===== src/rtl/cnv33_pkg.sv =====
// Shared types, constants and helper functions of the 3x3 convolution block.
// No dependencies; imported by every file of the block but the macro header.
package cnv33_pkg;

   localparam int PIX_W          = 8;
   localparam int LINE_W         = 2 * PIX_W;
   localparam int CFG_SIZE_W     = 11;
   localparam int KERNEL_ROW_W   = 24;
   localparam int CSR_INDEX_W    = 3;
   localparam int TAG_POS_W      = 10;
   localparam int PROD_W         = 17;
   localparam int SUM_W          = 21;
   localparam int REQ_DATA_W     = 8;
   localparam int RSP_DATA_W     = 32;
   localparam int RSP_FIELD_W    = PIX_W + 2 * TAG_POS_W;
   localparam int RSP_PAD_W      = RSP_DATA_W - RSP_FIELD_W;
   localparam int RSP_FIFO_DEPTH = 8;
   localparam int MIN_SIZE       = 3;
   localparam int CLAMP_MAX      = 255;

   localparam int DEF_MAX_WIDTH  = 1024;
   localparam int DEF_MAX_HEIGHT = 1024;

   // Register indexes of the configuration port
   localparam logic [CSR_INDEX_W-1:0] REG_FRAME_WIDTH   = 3'd0;
   localparam logic [CSR_INDEX_W-1:0] REG_FRAME_HEIGHT  = 3'd1;
   localparam logic [CSR_INDEX_W-1:0] REG_KERNEL_TOP    = 3'd2;
   localparam logic [CSR_INDEX_W-1:0] REG_KERNEL_MIDDLE = 3'd3;
   localparam logic [CSR_INDEX_W-1:0] REG_KERNEL_BOTTOM = 3'd4;

   localparam logic [CFG_SIZE_W-1:0]   RST_FRAME_WIDTH   = 11'd1024;
   localparam logic [CFG_SIZE_W-1:0]   RST_FRAME_HEIGHT  = 11'd1024;
   localparam logic [KERNEL_ROW_W-1:0] RST_KERNEL_TOP    = 24'd0;
   localparam logic [KERNEL_ROW_W-1:0] RST_KERNEL_MIDDLE = 24'd256;
   localparam logic [KERNEL_ROW_W-1:0] RST_KERNEL_BOTTOM = 24'd0;

   typedef logic signed [PROD_W-1:0] prod_type;
   typedef prod_type [8:0]           prod_vec_type;

   typedef struct packed {
      logic [KERNEL_ROW_W-1:0] top_row;
      logic [KERNEL_ROW_W-1:0] middle_row;
      logic [KERNEL_ROW_W-1:0] bottom_row;
   } kernel_type;

   typedef struct packed {
      logic                 frame_end;
      logic [TAG_POS_W-1:0] row;
      logic [TAG_POS_W-1:0] column;
   } tag_type;

   typedef struct packed {
      logic                 frame_end;
      logic [TAG_POS_W-1:0] row;
      logic [TAG_POS_W-1:0] column;
      logic [PIX_W-1:0]     pixel;
   } rsp_item_type;

   // Signed coefficient at position 0 (left), 1 (middle) or 2 (right)
   function automatic logic signed [PIX_W-1:0] coef(input logic [KERNEL_ROW_W-1:0] packed_row,
                                                    input int unsigned pos);
      logic [PIX_W-1:0] b;
      b = packed_row[pos*PIX_W +: PIX_W];
      return $signed(b);
   endfunction

   function automatic prod_type mul_px(input logic signed [PIX_W-1:0] c,
                                       input logic [PIX_W-1:0] px);
      logic signed [PIX_W:0] p;
      p = $signed({1'b0, px});
      return prod_type'(c) * prod_type'(p);
   endfunction

endpackage


===== src/rtl/cnv33_rsp_fifo.sv =====
// Result buffer between the fixed-latency pipeline and the result channel.
// Space is reserved upstream, so a push always finds a free entry. Uses cnv33_pkg.
module cnv33_rsp_fifo
   import cnv33_pkg::*;
(
   input  logic          clock,
   input  logic          reset,
   input  logic          push,
   input  rsp_item_type  push_item,
   input  logic          pop,
   output logic          not_empty,
   output rsp_item_type  head_item
);

   localparam int PTR_W = $clog2(RSP_FIFO_DEPTH);
   localparam int CNT_W = $clog2(RSP_FIFO_DEPTH + 1);

   rsp_item_type     entry_ff [RSP_FIFO_DEPTH];
   logic [PTR_W-1:0] wr_ptr_ff;
   logic [PTR_W-1:0] rd_ptr_ff;
   logic [CNT_W-1:0] count_ff;
   logic [CNT_W-1:0] count_in;

   always_comb begin
      count_in = count_ff;
      if (push && !pop) begin
         count_in = count_ff + CNT_W'(1);
      end else if (pop && !push) begin
         count_in = count_ff - CNT_W'(1);
      end
   end

   always_ff @(posedge clock) begin
      if (reset) begin
         wr_ptr_ff <= '0;
         rd_ptr_ff <= '0;
         count_ff  <= '0;
      end else begin
         count_ff <= count_in;
         if (push) begin
            wr_ptr_ff <= (wr_ptr_ff == PTR_W'(RSP_FIFO_DEPTH - 1)) ? '0
                                                                    : wr_ptr_ff + PTR_W'(1);
         end
         if (pop) begin
            rd_ptr_ff <= (rd_ptr_ff == PTR_W'(RSP_FIFO_DEPTH - 1)) ? '0
                                                                    : rd_ptr_ff + PTR_W'(1);
         end
      end
   end

   always_ff @(posedge clock) begin
      if (push) begin
         entry_ff[wr_ptr_ff] <= push_item;
      end
   end

   assign not_empty = (count_ff != '0);
   assign head_item = entry_ff[rd_ptr_ff];

endmodule


===== config.mk =====
export PLATFORM = sky130hd
export DESIGN_NAME = cnv33_rsp_fifo
export DESIGN_NICKNAME = d
export VERILOG_FILES = /design/src/rtl/cnv33_pkg.sv /design/src/rtl/cnv33_rsp_fifo.sv
export SDC_FILE = /design/constraint.sdc
export NUM_CORES = 1
export LEC_CHECK = 0
export BUFFER_PORTS_ARGS = -buffer_cell sky130_fd_sc_hd__buf_2
export CORE_ASPECT_RATIO = 1.4
export CORE_MARGIN = 2
export CORE_UTILIZATION = 38
export DETAILED_ROUTE_END_ITERATION = 16
export PLACE_DENSITY = 0.6
export SLEW_MARGIN = 5
export SYNTH_ARGS = -nofsm -noshare
export SYNTH_HDL_FRONTEND = slang
export SYNTH_SLANG_ARGS = --single-unit

===== constraint.sdc =====
create_clock -name clock -period 4.21 [get_ports clock]
set_clock_uncertainty 0.1 [all_clocks]
set_input_delay 1.263 -clock clock [delete_from_list [all_inputs] [get_ports clock]]
set_output_delay 1.263 -clock clock [all_outputs]
set_load 0.05 [all_outputs]

==> reports/results.tsv <==
metric	value	unit
initial_core_util	38.43	%
final_period_minus_worst_setup_slack	3.787	ns
postCtsSetupBuffers	0	
syn_inst	405	
place_congestion	0.6726	
vdd_drop_max	0.2748	mV
tightest_slew	0.6089	ns
die_w	137.3	µm
mostFrequentLayoutCells	edfxtp_1, buf_2, mux4_2	
hold_buffers	0	
p_per_area	488.7	mW/mm²
syn2layout_area_growth	17.56	%
yosysUniqueCellTypes	29	
post-dp-hpwl	10340	µm
port_buffers	62	
die_area	0.02616	mm²
required	2.85	ns
synth_warnings	0	
wirelength	17680	µm
drc_errors	0	
status	finished, final reports clean	
hold_ws	0.4289	ns
antenna_left	0	
firstDrtPassIters	5	
drv_slew	0	
root_buffer	clkbuf_16	
postPlaceCellArea	0.01032	mm²
antenna_found_initial	2	
yosysSeqAreaShare	76.47	%
die_height	190.6	µm
max_clock_freq	0.2641	GHz
cp_top_family	multiplexers	
p_leak	3.646	nW
final_common_cell	edfxtp_1	
setup_viol	0	
first_global_vias	4517	
pin_count	63	
cts_buffers	23	
rsz0062_at_grt	no	
htreeDepth	1	
clock_path_buffers	3	
grt_pass1_wl	26880	µm
max_cap_viol_count	0	
crit_fanout	20	
synth-seq-cells	245	
globalRoute.totalOverflow	0	
netlist_area	0.009450	mm²
clk_pin_slew	0.06	ns
power.total	5.429	mW
worstSetupStartpointType	flip-flop	
synth_nets	446	
wl_per_cell	21.54	µm
layout-drive-gt1-share	38.22	%
fin_tns_setup	0	ns
clock_latency	0.51	ns
drt_iter0_drc	243	
crit_chain	buf_12 > mux4_1 > mux2_4 > buf_2	
relSlewSlack	59.31	%
grt.total_usage	13.87	%
endpoint_kind	primary output	
worstPathArrival	2.42	ns
drt-vias-per-instance	5.105	
post_cts_resized	0	
numClockSinks	245	
final-hold-violation-count	0	
critPathMaxStageDelay	0.59	ns
grt_max_degree	25	
cts_tree	built	
critPathKind	flip-flop to primary output	
hold_path_class	flip-flop to flip-flop	
final_cell_area	0.01111	mm²
rows	68	
period_share	89.94	%
vias	4191	
syn_area_per_cell	23.33	µm²
final_nets	530	
core-area	0.02459	mm²
critPathSlowestCell	dfxtp_4	
path_buf_inv	2	
state kept, by name (all words and copies together), names as in the netlist, named ones only:
signal	count
rd_ptr_ff	3
entry_ff	232
wr_ptr_ff	3
count_ff	4
per-layer routing:
metal,GRT usage [%],up-vias,routed length [µm]
met1,17.38,2203,7105
li1,-,1874,-
met5,0,-,11
met4,4.243,2,415
met3,2.499,26,814
met2,24.32,86,9335
report_power, final:
part           leakage [nW]  switching, mW  total (mW)  internal [mW]
logic                  1.05          0.314       0.507          0.193
clock network         0.383          0.852        2.17           1.31
registers              2.22         0.0317        2.76           2.73
total                  3.65           1.20        5.43           4.23
final cells by class:
class | count | area [µm²]
multi-input combinational | 139 | 2133
timing repair buffer | 77 | 548.0
clock inverter | 13 | 192.7
antenna | 1 | 2.502
sequential | 245 | 7233
inverter | 3 | 11.26
clock buffer | 28 | 594.3
tap | 315 | 394.1
fill | 2026 | 13480
worst paths after layout:
check	start	endpoint	slack, ns	cells after the start
worst max-delay path	flip-flop	head_item[18]	0.42	4
worst min register to register	count_ff[2]$_SDFFE_PP0P_	count_ff[2]$_SDFFE_PP0P_	0.43	2
worst max register to register	wr_ptr_ff[0]$_SDFFE_PP0P_	entry_ff[6][3]$_DFFE_PP_	2.31	3
worst min-delay path	count_ff[2]$_SDFFE_PP0P_	count_ff[2]$_SDFFE_PP0P_	0.43	2
synth_stat cells:
library cell  instances  share of area, %
nor2b_1               1             0.066
nand2b_1              3              0.20
dfxtp_1              13               2.8
clkbuf_1              8              0.32
edfxtp_1            232                74
nand3_1               1             0.053
xor2_1                1             0.093
xnor2_1               1             0.093
inv_1                 2             0.079
a211oi_1              1             0.079
nand2_1               2             0.079
nor3_1                3              0.16
buf_2                 5              0.26
clkbuf_4              1             0.079
buf_6                 1              0.12
nor2_1               19              0.75
ha_1                  7              0.93
a21oi_1               4              0.21
mux2_1                1              0.12
mux4_1               15               4.2
mux4_2               43                10
a31oi_1               1             0.066
mux2_2               19               2.3
buf_12                3              0.64
inv_2                 1             0.040
fa_1                  1              0.21
or4_1                 1             0.079
mux2i_1               5              0.53
mux2_4               10               1.6
per-stage QoR:
step	util, %	worst slack, ns	std cells
2_1_floorplan	-	0.2808	405
3_3_place_gp	41.97	0.9300	779
3_5_place_dp	41.97	0.9107	779
4_1_cts	45.17	0.3544	820
5_1_grt	45.17	0.2908	820
6_report	45.18	0.4235	821
worst min-delay path, cell delays in order (launching register included):
cell     delay (ns)
dfxtp_1        0.35
a21oi_1        0.08
nor2_1         0.07
cells by family after synthesis:
family,after synthesis,synth area share [%]
and+or+nand+nor,30,1.390
muxes,93,18.92
xor gates and xnor gates,2,0.1854
adders and majority gates,8,1.139
AOI/OAI and AO/OA,6,0.3576
buffers and inverters,21,1.536
DFF,245,76.47
Note: power is estimated with default switching activity, not from simulation.
