File: config.mk
export PLATFORM = sky130hd
export DESIGN_NAME = cnv33_sum
export DESIGN_NICKNAME = d
export VERILOG_FILES = /design/src/rtl/cnv33_pkg.sv /design/src/rtl/cnv33_sum.sv
export SDC_FILE = /design/constraint.sdc
export NUM_CORES = 1
export LEC_CHECK = 0
export ABC_AREA = 1
export ABC_CLOCK_PERIOD_IN_PS = 12200
export BUFFER_PORTS_ARGS = -buffer_cell sky130_fd_sc_hd__buf_2
export CORE_MARGIN = 10
export CORE_UTILIZATION = 55
export CTS_CLUSTER_SIZE = 24
export DETAILED_ROUTE_END_ITERATION = 8
export PLACE_DENSITY = 0.86
export SYNTH_ARGS = -nofsm -noshare
export SYNTH_HDL_FRONTEND = slang
export SYNTH_SLANG_ARGS = --single-unit
File: constraint.sdc
create_clock -name clock -period 12.2 [get_ports clock]
set_input_delay 1.83 -clock clock [delete_from_list [all_inputs] [get_ports clock]]
set_output_delay 1.83 -clock clock [all_outputs]
set_load 0.05 [all_outputs]
File: src/rtl/cnv33_pkg.sv
// Shared types, constants and helper functions of the 3x3 convolution block.
// No dependencies; imported by every file of the block but the macro header.
package cnv33_pkg;

   localparam int PIX_W          = 8;
   localparam int LINE_W         = 2 * PIX_W;
   localparam int CFG_SIZE_W     = 11;
   localparam int KERNEL_ROW_W   = 24;
   localparam int CSR_INDEX_W    = 3;
   localparam int TAG_POS_W      = 10;
   localparam int PROD_W         = 17;
   localparam int SUM_W          = 21;
   localparam int REQ_DATA_W     = 8;
   localparam int RSP_DATA_W     = 32;
   localparam int RSP_FIELD_W    = PIX_W + 2 * TAG_POS_W;
   localparam int RSP_PAD_W      = RSP_DATA_W - RSP_FIELD_W;
   localparam int RSP_FIFO_DEPTH = 8;
   localparam int MIN_SIZE       = 3;
   localparam int CLAMP_MAX      = 255;

   localparam int DEF_MAX_WIDTH  = 1024;
   localparam int DEF_MAX_HEIGHT = 1024;

   // Register indexes of the configuration port
   localparam logic [CSR_INDEX_W-1:0] REG_FRAME_WIDTH   = 3'd0;
   localparam logic [CSR_INDEX_W-1:0] REG_FRAME_HEIGHT  = 3'd1;
   localparam logic [CSR_INDEX_W-1:0] REG_KERNEL_TOP    = 3'd2;
   localparam logic [CSR_INDEX_W-1:0] REG_KERNEL_MIDDLE = 3'd3;
   localparam logic [CSR_INDEX_W-1:0] REG_KERNEL_BOTTOM = 3'd4;

   localparam logic [CFG_SIZE_W-1:0]   RST_FRAME_WIDTH   = 11'd1024;
   localparam logic [CFG_SIZE_W-1:0]   RST_FRAME_HEIGHT  = 11'd1024;
   localparam logic [KERNEL_ROW_W-1:0] RST_KERNEL_TOP    = 24'd0;
   localparam logic [KERNEL_ROW_W-1:0] RST_KERNEL_MIDDLE = 24'd256;
   localparam logic [KERNEL_ROW_W-1:0] RST_KERNEL_BOTTOM = 24'd0;

   typedef logic signed [PROD_W-1:0] prod_type;
   typedef prod_type [8:0]           prod_vec_type;

   typedef struct packed {
      logic [KERNEL_ROW_W-1:0] top_row;
      logic [KERNEL_ROW_W-1:0] middle_row;
      logic [KERNEL_ROW_W-1:0] bottom_row;
   } kernel_type;

   typedef struct packed {
      logic                 frame_end;
      logic [TAG_POS_W-1:0] row;
      logic [TAG_POS_W-1:0] column;
   } tag_type;

   typedef struct packed {
      logic                 frame_end;
      logic [TAG_POS_W-1:0] row;
      logic [TAG_POS_W-1:0] column;
      logic [PIX_W-1:0]     pixel;
   } rsp_item_type;

   // Signed coefficient at position 0 (left), 1 (middle) or 2 (right)
   function automatic logic signed [PIX_W-1:0] coef(input logic [KERNEL_ROW_W-1:0] packed_row,
                                                    input int unsigned pos);
      logic [PIX_W-1:0] b;
      b = packed_row[pos*PIX_W +: PIX_W];
      return $signed(b);
   endfunction

   function automatic prod_type mul_px(input logic signed [PIX_W-1:0] c,
                                       input logic [PIX_W-1:0] px);
      logic signed [PIX_W:0] p;
      p = $signed({1'b0, px});
      return prod_type'(c) * prod_type'(p);
   endfunction

endpackage

File: src/rtl/cnv33_sum.sv
// Sum of the nine products, then absolute value and clamp to the pixel range.
// One register stage; the clamp feeds the result buffer. Uses cnv33_pkg.
module cnv33_sum
   import cnv33_pkg::*;
(
   input  logic          clock,
   input  logic          reset,
   input  logic          in_valid,
   input  tag_type       in_tag,
   input  prod_vec_type  in_prod,
   output logic          out_valid,
   output rsp_item_type  out_item
);

   logic                    valid_ff;
   tag_type                 tag_ff;
   logic signed [SUM_W-1:0] sum_ff;
   logic signed [SUM_W-1:0] sum_in;
   logic signed [SUM_W-1:0] row_top;
   logic signed [SUM_W-1:0] row_mid;
   logic signed [SUM_W-1:0] row_bot;
   logic        [SUM_W-1:0] mag;

   always_comb begin
      row_top = SUM_W'(in_prod[0]) + SUM_W'(in_prod[1]) + SUM_W'(in_prod[2]);
      row_mid = SUM_W'(in_prod[3]) + SUM_W'(in_prod[4]) + SUM_W'(in_prod[5]);
      row_bot = SUM_W'(in_prod[6]) + SUM_W'(in_prod[7]) + SUM_W'(in_prod[8]);
      sum_in  = row_top + row_mid + row_bot;
   end

   always_ff @(posedge clock) begin
      if (reset) begin
         valid_ff <= 1'b0;
      end else begin
         valid_ff <= in_valid;
      end
   end

   always_ff @(posedge clock) begin
      if (in_valid) begin
         sum_ff <= sum_in;
         tag_ff <= in_tag;
      end
   end

   always_comb begin
      mag = sum_ff[SUM_W-1] ? $unsigned(-sum_ff) : $unsigned(sum_ff);
      out_item.pixel     = (mag > SUM_W'(CLAMP_MAX)) ? PIX_W'(CLAMP_MAX) : mag[PIX_W-1:0];
      out_item.column    = tag_ff.column;
      out_item.row       = tag_ff.row;
      out_item.frame_end = tag_ff.frame_end;
   end

   assign out_valid = valid_ff;

endmodule

==> results.yml <==
worst_setup_path:
  path_class: "input port to register"
  cp-end-kind: "register"
  cp_max_fo: 4
  crit_family: "adder cells"
  required_ns: 12.24
  critical_path.cell_chain: "buf_2, inv_1, fa_1, inv_1, fa_1, fa_1, inv_1, fa_1, inv_1, ha_1, fa_1, nand3_1, nand3_1, a21oi_1, o21ai_0, a21oi_1, xnor2_1"
  critPathSlowestCell: "fa_1"
  cp_common_cell: "fa_1"
  critPathBufInv: 5
  worstSetupStartpointType: "input port"
  crit_arrival_ns: 5.92
  slowest_delay_ns: 0.55
route:
  wl_per_cell_um: 13.5
  dr.pass1.iters: 4
  drt_iter0_markers: 183
  ant_nets: 0
  dr_total_vias: 4739
  drt-vias-per-instance: 4.79
  drc: 0
  finalWirelength_mm: 13.3
timing:
  tns_ns: 0
  setup_slack_ns: 6.31
  setup_viol: 0
  maxSlewHeadroom: 0.379
  hold_viol: 0
  min_period_ns: 5.89
  max_freq_mhz: 170
  period_share: 0.483
  max_slew.worst_pin.slew_ns: 0.932
  slew_viol_final: 0
  rsz0062_at_grt: "false"
yosys:
  synthSimpleGateAreaFrac: 0.139
  syn_nets: 960
  synth.area.mux_share: 0
  netlist_instances: 639
  synth-xor-area-share: 0.0361
  yosys.area_share.adder: 0.447
  synth_compound_area_frac: 0.0402
  avgSynthCellArea_um2: 9.50
  ys_top_cells_by_area: "fa_1 40%, edfxtp_1 21%, inv_1 12%"
  synth_top_family_by_area: "adder cells"
  netlist_area_mm2: 0.00607
  yosysWarnings: 0
  yosys.area.top_type: "fa_1"
  ys_types: 28
  synth_seq_cells: 43
  ys_seq_area_frac: 0.211
  synth_top_cell_area_share: 0.402
clocking:
  root_buffer: "clkbuf_8"
  cts_htree_levels: 2
  numCtsBuffers: 5
  cts_num_sinks: 43
  cts.hold.buffers_added: 0
  cts_resized: 0
  clockBufferDepth: 2
  cts_tree: "built"
  cts.reportedPaths.clkPinSlew_ns: 0.07
  cts_setup_buffers: 0
global_route:
  gr-usage-all-layers: 0.174
  grt_pass1_vias: 5403
  grt_max_degree: 44
  grt_pass1_wl_mm: 23.3
  gr-total-overflow: 0
  antenna_found_initial: 0
place:
  hpwl_mm: 12.3
  post-place-ws_ns: 6.02
  place_area_mm2: 0.00726
  gp_congestion: 0.861
  dp_cells: 982
  port_buffers: 206
floorplan:
  die_h_um: 125
  die_w_um: 125
  coreArea_mm2: 0.0108
  rows: 38
  die_area_mm2: 0.0156
  ios: 207
  start_util: 0.560
final_layout:
  final_util: 0.677
  layout_commonest_cell: "buf_2"
  design_area_mm2: 0.00734
  synthToLayoutAreaGrowth_pct: 20.9
  nets: 1170
  diodes: 0
  layout_common_cells: "206 x buf_2, 195 x inv_1, 122 x fa_1, 85 x nand2_1, 42 x edfxtp_1"
  layout-drive-gt1-share: 0.280
  final_cells: 990
pwr:
  powerDensity_mw_per_mm2: 280
  ir_drop_mv: 0.176
  p_leak_nw: 3.94
job:
  maxCapViolCount: 0
min_path:
  min_path_type: "input port to register"
run_status:
  status: "completed"
-- path summary, 6_finish.rpt --
kind	slack, ns	from	endpoint	cells after the start
max	6.31	in_prod[2]	sum_ff[12]	17
min	1.69	reset	out_valid	2
-- cell families after synthesis --
logic type | Yosys count
buffers and inverters | 202
AO/OA/AOI/OAI | 44
adder cells (fa/ha/maj) | 144
AND/OR/NAND/NOR | 181
flip-flops | 43
XOR/XNOR | 25
-- cell usage after synthesis --
library cell  instances
o21ai_0              11
nand2_2               7
o21bai_2              1
xnor2_1               6
nor2_4                6
edfxtp_1             42
o21ai_1               3
nand4_1               2
nand3b_1              3
nor3_1                4
a31oi_1               2
nor2_8                1
a21o_1                4
xor2_1               19
nand2_4               1
nand3_1              33
fa_1                122
nor2_1               32
clkbuf_1              1
nor2_2                7
dfxtp_1               1
o21bai_1              2
ha_1                 22
inv_1               195
inv_2                 4
nand2_1              85
buf_4                 2
a21oi_1              21
-- flip-flops by register name, indices dropped and copies added (netlist names) --
signal and cells:
out_valid 1, sum_ff 21, out_item 21
-- power breakdown --
group	leakage [nW]	internal, W	switching (W)	total [W]
combinational	3.48	0.000640	0.000984	0.00162
clock	0.0403	0.0000390	0.0000433	0.0000823
sequential	0.419	0.000303	0.0000485	0.000351
-- layer usage --
metal	up-vias	share of wire	GRT usage
met4	0	0.016	0.0386
met3	21	0.082	0.0503
met1	2240	0.36	0.186
li1	2301	-	-
met2	177	0.54	0.328
met5	-	0	0
-- cell type report --
cell class                 count  area, µm²
multi-input combinational    394       4030
fill                         839       3500
sequential                    43       1280
timing repair buffer         206       1030
inverter                     199        747
tap                          140        175
clock buffer                   6       72.6
clock inverter                 2       7.51
-- per-stage QoR --
step | total power (W) | hold WS [ns]
after floorplan | 0.00163 | 1.90
after global placement | 0.00192 | 1.99
after detailed placement | 0.00198 | 1.99
after CTS | 0.00207 | 1.68
after global routing | 0.00233 | 1.68
final | 0.00206 | 1.69
Note: power is estimated with default switching activity, not from simulation.
