===== src/rtl/cnv33_pkg.sv =====
// Shared types, constants and helper functions of the 3x3 convolution block.
// No dependencies; imported by every file of the block but the macro header.
package cnv33_pkg;

   localparam int PIX_W          = 8;
   localparam int LINE_W         = 2 * PIX_W;
   localparam int CFG_SIZE_W     = 11;
   localparam int KERNEL_ROW_W   = 24;
   localparam int CSR_INDEX_W    = 3;
   localparam int TAG_POS_W      = 10;
   localparam int PROD_W         = 17;
   localparam int SUM_W          = 21;
   localparam int REQ_DATA_W     = 8;
   localparam int RSP_DATA_W     = 32;
   localparam int RSP_FIELD_W    = PIX_W + 2 * TAG_POS_W;
   localparam int RSP_PAD_W      = RSP_DATA_W - RSP_FIELD_W;
   localparam int RSP_FIFO_DEPTH = 8;
   localparam int MIN_SIZE       = 3;
   localparam int CLAMP_MAX      = 255;

   localparam int DEF_MAX_WIDTH  = 1024;
   localparam int DEF_MAX_HEIGHT = 1024;

   // Register indexes of the configuration port
   localparam logic [CSR_INDEX_W-1:0] REG_FRAME_WIDTH   = 3'd0;
   localparam logic [CSR_INDEX_W-1:0] REG_FRAME_HEIGHT  = 3'd1;
   localparam logic [CSR_INDEX_W-1:0] REG_KERNEL_TOP    = 3'd2;
   localparam logic [CSR_INDEX_W-1:0] REG_KERNEL_MIDDLE = 3'd3;
   localparam logic [CSR_INDEX_W-1:0] REG_KERNEL_BOTTOM = 3'd4;

   localparam logic [CFG_SIZE_W-1:0]   RST_FRAME_WIDTH   = 11'd1024;
   localparam logic [CFG_SIZE_W-1:0]   RST_FRAME_HEIGHT  = 11'd1024;
   localparam logic [KERNEL_ROW_W-1:0] RST_KERNEL_TOP    = 24'd0;
   localparam logic [KERNEL_ROW_W-1:0] RST_KERNEL_MIDDLE = 24'd256;
   localparam logic [KERNEL_ROW_W-1:0] RST_KERNEL_BOTTOM = 24'd0;

   typedef logic signed [PROD_W-1:0] prod_type;
   typedef prod_type [8:0]           prod_vec_type;

   typedef struct packed {
      logic [KERNEL_ROW_W-1:0] top_row;
      logic [KERNEL_ROW_W-1:0] middle_row;
      logic [KERNEL_ROW_W-1:0] bottom_row;
   } kernel_type;

   typedef struct packed {
      logic                 frame_end;
      logic [TAG_POS_W-1:0] row;
      logic [TAG_POS_W-1:0] column;
   } tag_type;

   typedef struct packed {
      logic                 frame_end;
      logic [TAG_POS_W-1:0] row;
      logic [TAG_POS_W-1:0] column;
      logic [PIX_W-1:0]     pixel;
   } rsp_item_type;

   // Signed coefficient at position 0 (left), 1 (middle) or 2 (right)
   function automatic logic signed [PIX_W-1:0] coef(input logic [KERNEL_ROW_W-1:0] packed_row,
                                                    input int unsigned pos);
      logic [PIX_W-1:0] b;
      b = packed_row[pos*PIX_W +: PIX_W];
      return $signed(b);
   endfunction

   function automatic prod_type mul_px(input logic signed [PIX_W-1:0] c,
                                       input logic [PIX_W-1:0] px);
      logic signed [PIX_W:0] p;
      p = $signed({1'b0, px});
      return prod_type'(c) * prod_type'(p);
   endfunction

endpackage


===== src/rtl/cnv33_window.sv =====
// 3x3 window of the two previous columns plus the incoming column, and the nine products.
// Products are registered for the sum stage. Uses cnv33_pkg.
module cnv33_window
   import cnv33_pkg::*;
(
   input  logic               clock,
   input  logic               reset,
   input  logic               in_valid,
   input  logic               in_produce,
   input  tag_type            in_tag,
   input  logic [PIX_W-1:0]   pixel,
   input  logic [PIX_W-1:0]   above,
   input  logic [PIX_W-1:0]   above2,
   input  kernel_type         kernel,
   output logic               out_valid,
   output tag_type            out_tag,
   output prod_vec_type       out_prod
);

   // win: 0/3 top, 1/4 middle, 2/5 bottom; 0..2 oldest column
   logic [PIX_W-1:0] win_ff [6];
   logic             valid_ff;
   tag_type          tag_ff;
   prod_vec_type     prod_ff;
   prod_vec_type     prod_in;

   always_comb begin
      prod_in[0] = mul_px(coef(kernel.top_row, 0),    win_ff[0]);
      prod_in[1] = mul_px(coef(kernel.top_row, 1),    win_ff[3]);
      prod_in[2] = mul_px(coef(kernel.top_row, 2),    above2);
      prod_in[3] = mul_px(coef(kernel.middle_row, 0), win_ff[1]);
      prod_in[4] = mul_px(coef(kernel.middle_row, 1), win_ff[4]);
      prod_in[5] = mul_px(coef(kernel.middle_row, 2), above);
      prod_in[6] = mul_px(coef(kernel.bottom_row, 0), win_ff[2]);
      prod_in[7] = mul_px(coef(kernel.bottom_row, 1), win_ff[5]);
      prod_in[8] = mul_px(coef(kernel.bottom_row, 2), pixel);
   end

   always_ff @(posedge clock) begin
      if (reset) begin
         for (int i = 0; i < 6; i++) begin
            win_ff[i] <= '0;
         end
         valid_ff <= 1'b0;
      end else begin
         valid_ff <= in_valid && in_produce;
         if (in_valid) begin
            // advance the window by one column
            win_ff[0] <= win_ff[3];
            win_ff[1] <= win_ff[4];
            win_ff[2] <= win_ff[5];
            win_ff[3] <= above2;
            win_ff[4] <= above;
            win_ff[5] <= pixel;
         end
      end
   end

   always_ff @(posedge clock) begin
      if (in_valid && in_produce) begin
         prod_ff <= prod_in;
         tag_ff  <= in_tag;
      end
   end

   assign out_valid = valid_ff;
   assign out_tag   = tag_ff;
   assign out_prod  = prod_ff;

endmodule


===== config.mk =====
export PLATFORM = sky130hd
export DESIGN_NAME = cnv33_window
export DESIGN_NICKNAME = d
export VERILOG_FILES = /design/src/rtl/cnv33_pkg.sv /design/src/rtl/cnv33_window.sv
export SDC_FILE = /design/constraint.sdc
export NUM_CORES = 1
export LEC_CHECK = 0
export ABC_CLOCK_PERIOD_IN_PS = 7000
export BUFFER_PORTS_ARGS = -buffer_cell sky130_fd_sc_hd__buf_2
export CAP_MARGIN = 20
export CORE_MARGIN = 5
export CORE_UTILIZATION = 50
export CTS_CLUSTER_DIAMETER = 200
export DETAILED_ROUTE_END_ITERATION = 10
export PLACE_DENSITY = 0.8
export SYNTH_ARGS = -nofsm -noshare
export SYNTH_HDL_FRONTEND = slang
export SYNTH_SLANG_ARGS = --single-unit

===== constraint.sdc =====
create_clock -name clock -period 7 [get_ports clock]
set_input_delay 0.7 -clock clock [delete_from_list [all_inputs] [get_ports clock]]
set_output_delay 0.7 -clock clock [all_outputs]
set_load 0.01 [all_outputs]

==> summary.txt <==
STA
  • Post-Route Setup TNS: 0 ns
  • Unrepaired setup endpoints after global routing: false
  • Min Tclk post-route: roughly 4.5 ns
  • Setup Skew: 0.0144 ns
  • Highest Clock Rate: 223 MHz
  • Hold Vio Cnt, Final: 0
  • Period utilisation layout: approximately 64%
  • Final Max Tran Viols: 0
  • Final count of negative-setup-slack endpoints: 0
  • Normalized max-slew margin: between 30% and 40%
  • Worst Max-Slew Pin Slew: between 0.9 and 1 ns

Worst setup path
  • List of cells traversed by the critical path: nand2_1 > fa_1 > fa_1 > inv_1 > fa_1 > inv_1 > fa_1 > inv_1 > ha_1 > a21o_1 > nand2_1 > nand3_1 > nand4_1 > or3b_2
  • Slowest stage cell, crit path: edfxtp_1
  • Dominant delay contributor by cell family on the critical path: adder cells
  • Endpoint arrival time on the critical path: approximately 4.8 ns
  • Crit Path Max Fanout: 9
  • Critical path class: reg -> reg
  • Reg-to-reg critical path startpoint: win_ff[5][5]
  • Delay of the slowest cell on the worst path: between 0.5 and 0.6 ns
  • Most used cell, CP: fa_1
  • CP bufs+invs: 3
  • Worst Setup Start Kind: flop
  • Origin of the worst setup path: win_ff[5][5]
  • Required time of the worst setup path: ~7.3 ns
  • Sort of element at the end of the critical path: flop

CTS
  • Number of buffers on the longest clock path: 3
  • Root cell of the clock tree: clkbuf_16
  • Clock input transition at the sequential cells of the worst setup and hold paths: roughly 0.06 ns
  • Number of gates resized after cts: 0
  • Number of clock sinks: roughly 220
  • H-tree lvl count: 1
  • Clock buffers created by TritonCTS: 28
  • Post-CTS Setup Inserts: 0
  • Clock Latency Late Sink: about 0.57 ns
  • Hold buffer count at cts: 0
  • TritonCTS clock tree: built

Detailed routing
  • Remaining number of nets flagged by the antenna check after routing: 0
  • 1st-iter DRT viols: between 800 and 900
  • DR vias/cell: a little over 5
  • Final wirelength: 58,300 microns
  • Count of unresolved DRC violations after routing: 0
  • Post-detailed-route wirelength per cell: around 16 microns
  • TritonRoute pass-1 iters: 5
  • Overall via count from detail_route: 19,000

GRT
  • Global-route usage over all layers: between 15 and 20%
  • Number of antenna violations at the first check in global routing: 5
  • Vias in the first global route: 20,000
  • Wire length of the first global-routing pass: around 100,000 microns
  • Overflow left after global routing: 0
  • Maximum number of pins on one net before global-route repair: between 70 and 80

Run
  • Max-capacitance violation count: 0

Layout
  • Nets: 3,803
  • Area Growth Syn to Fin: 12.2%
  • Fraction of layout cells with a size suffix above 1: between 10% and 20%
  • Layout Cells excl Fill: approximately 3,700

Synthesis
  • Warnings from Yosys: 0
  • Sequential cell area fraction in the yosys report: about 25%
  • Seq cells post-synth: 223
  • Synthesized area per cell: between 10 and 15 sq um
  • Library cell occupying the most area in the post-synthesis netlist: edfxtp_1
  • Area share of the largest cell type after synthesis: between 20% and 30%
  • Main area contributors after synthesis: edfxtp_1 25%, fa_1 25%, ha_1 18%, and2_1 9.8%, inv_1 7.1%
  • Leading post-synthesis cells by instance count: 517 x inv_1, 427 x and2_1, 387 x ha_1, 333 x fa_1, 222 x edfxtp_1
  • Number of synthesized flops with an enable pin: 222
  • Most common cell in the netlist: inv_1
  • Synth Instances: between 2,000 and 3,000
  • Top flip-flop cell by instance count after synthesis: edfxtp_1
  • Share of async-settable or async-resettable flops after synthesis: 0%
  • Mapped Area: 27,200 sq um
  • Post-synth net total: approximately 3,500
  • Yosys cell types: slightly below 60

Run status
  • Result of the run: complete, no violations

Place
  • Gpl congestion: between 0.8 and 0.9
  • Buffers on Ports: slightly below 300
  • Detailed-placement wirelength estimate: 47,300 microns
  • Number of placed instances, taps included: roughly 3,600

Power and ir drop
  • Maximum VDD drop: about 0.20 mV
  • Pwr Density: roughly 250 nW/um^2
  • Static leakage: about 15 nW

Floorplanning
  • Placeable core area: around 54,000 sq um
  • Area of the die: just under 60,000 sq um
  • Initial core utilization: roughly half
  • X dimension of the die: between 200 and 250 microns
  • DIE HEIGHT: ~240 microns
  • Placement Rows: 85
  • Number of primary I/O pins: 296

Hold path
  • Kind of path behind the tightest hold check: in -> reg
  • Hold Path Origin: in_tag[19]
==> kinds of logic after synthesis <==
family | synth area share (%)
adders and majority gates | 42.4
and+or+nand+nor | 16.8
DFF | 24.6
xor gates and xnor gates | 2.77
AOI/OAI and AO/OA | 6.15
buffers and inverters | 7.27
muxes | 0.0783
==> per-stage QoR <==
step / worst slack [ns] / total power [mW] / utilization (%) / hold slack, ns / instance area, sq um
floorplan: 1.79 / 4.99 / - / 0.604 / 27200
global placement: 2.25 / 5.92 / 54.9 / 0.756 / 29500
detailed placement: 2.18 / 6.02 / 54.9 / 0.758 / 29500
CTS: 2.54 / 7.58 / 56.6 / 0.251 / 30500
global route: 2.28 / 8.21 / 56.6 / 0.266 / 30500
finish: 2.51 / 7.49 / 56.6 / 0.301 / 30500
==> state kept, by name (all words and copies together), names as in the netlist <==
name       cells
out_prod     153
win_ff        48
out_tag       21
out_valid      1
==> cell usage in the layout, fill, tap and decap left out, types with 7 or more instances in the layout <==
cell / n
inv_1: 517
and2_1: 426
ha_1: 387
fa_1: 333
buf_2: 295
edfxtp_1: 222
nand2_1: 163
nor2_1: 111
xnor2_1: 64
a21oi_1: 54
o21ai_0: 47
a21o_1: 38
nor3_1: 33
nand2b_1: 32
clkbuf_16: 28
a211oi_1: 25
xor2_1: 22
nor2b_1: 20
o21a_1: 12
nand3_1: 11
o211ai_1: 11
a31oi_1: 10
or3_1: 7
==> layer usage <==
metal | GRT usage, % | wire length (microns)
met1 | 25.6 | 24700
met2 | 35.5 | 29000
met3 | 2.93 | 3040
met4 | 5.22 | 1540
met5 | 0 | 27
==> final timing paths <==
kind | slack, ns | cells past startpoint | endpoint
hold / removal | 0.30 | 1 | out_tag[19]
hold reg to reg | 0.76 | 1 | out_prod[102]
setup reg to reg | 2.51 | 14 | out_prod[132]
setup / recovery | 2.51 | 14 | out_prod[132]
==> final cells by class <==
type	instances	area (sq um)
inverters	518	1940
flip-flops and latches	223	6690
well taps	696	871
repair buffers	299	1530
clock buffers	31	712
diodes	1	2.50
multi-input cells	1892	18500
fillers	4608	23300
clock inverters	20	226
==> power breakdown <==
group / internal (mW) / total (mW) / leakage, nW / switching [mW]
combinational: 1.73 / 3.98 / 12.6 / 2.25
sequential: 1.90 / 2.02 / 2.17 / 0.117
clock: 0.881 / 1.48 / 0.453 / 0.603
total: 4.52 / 7.49 / 15.2 / 2.97
No activity file was read; power rests on OpenSTA's default activity.
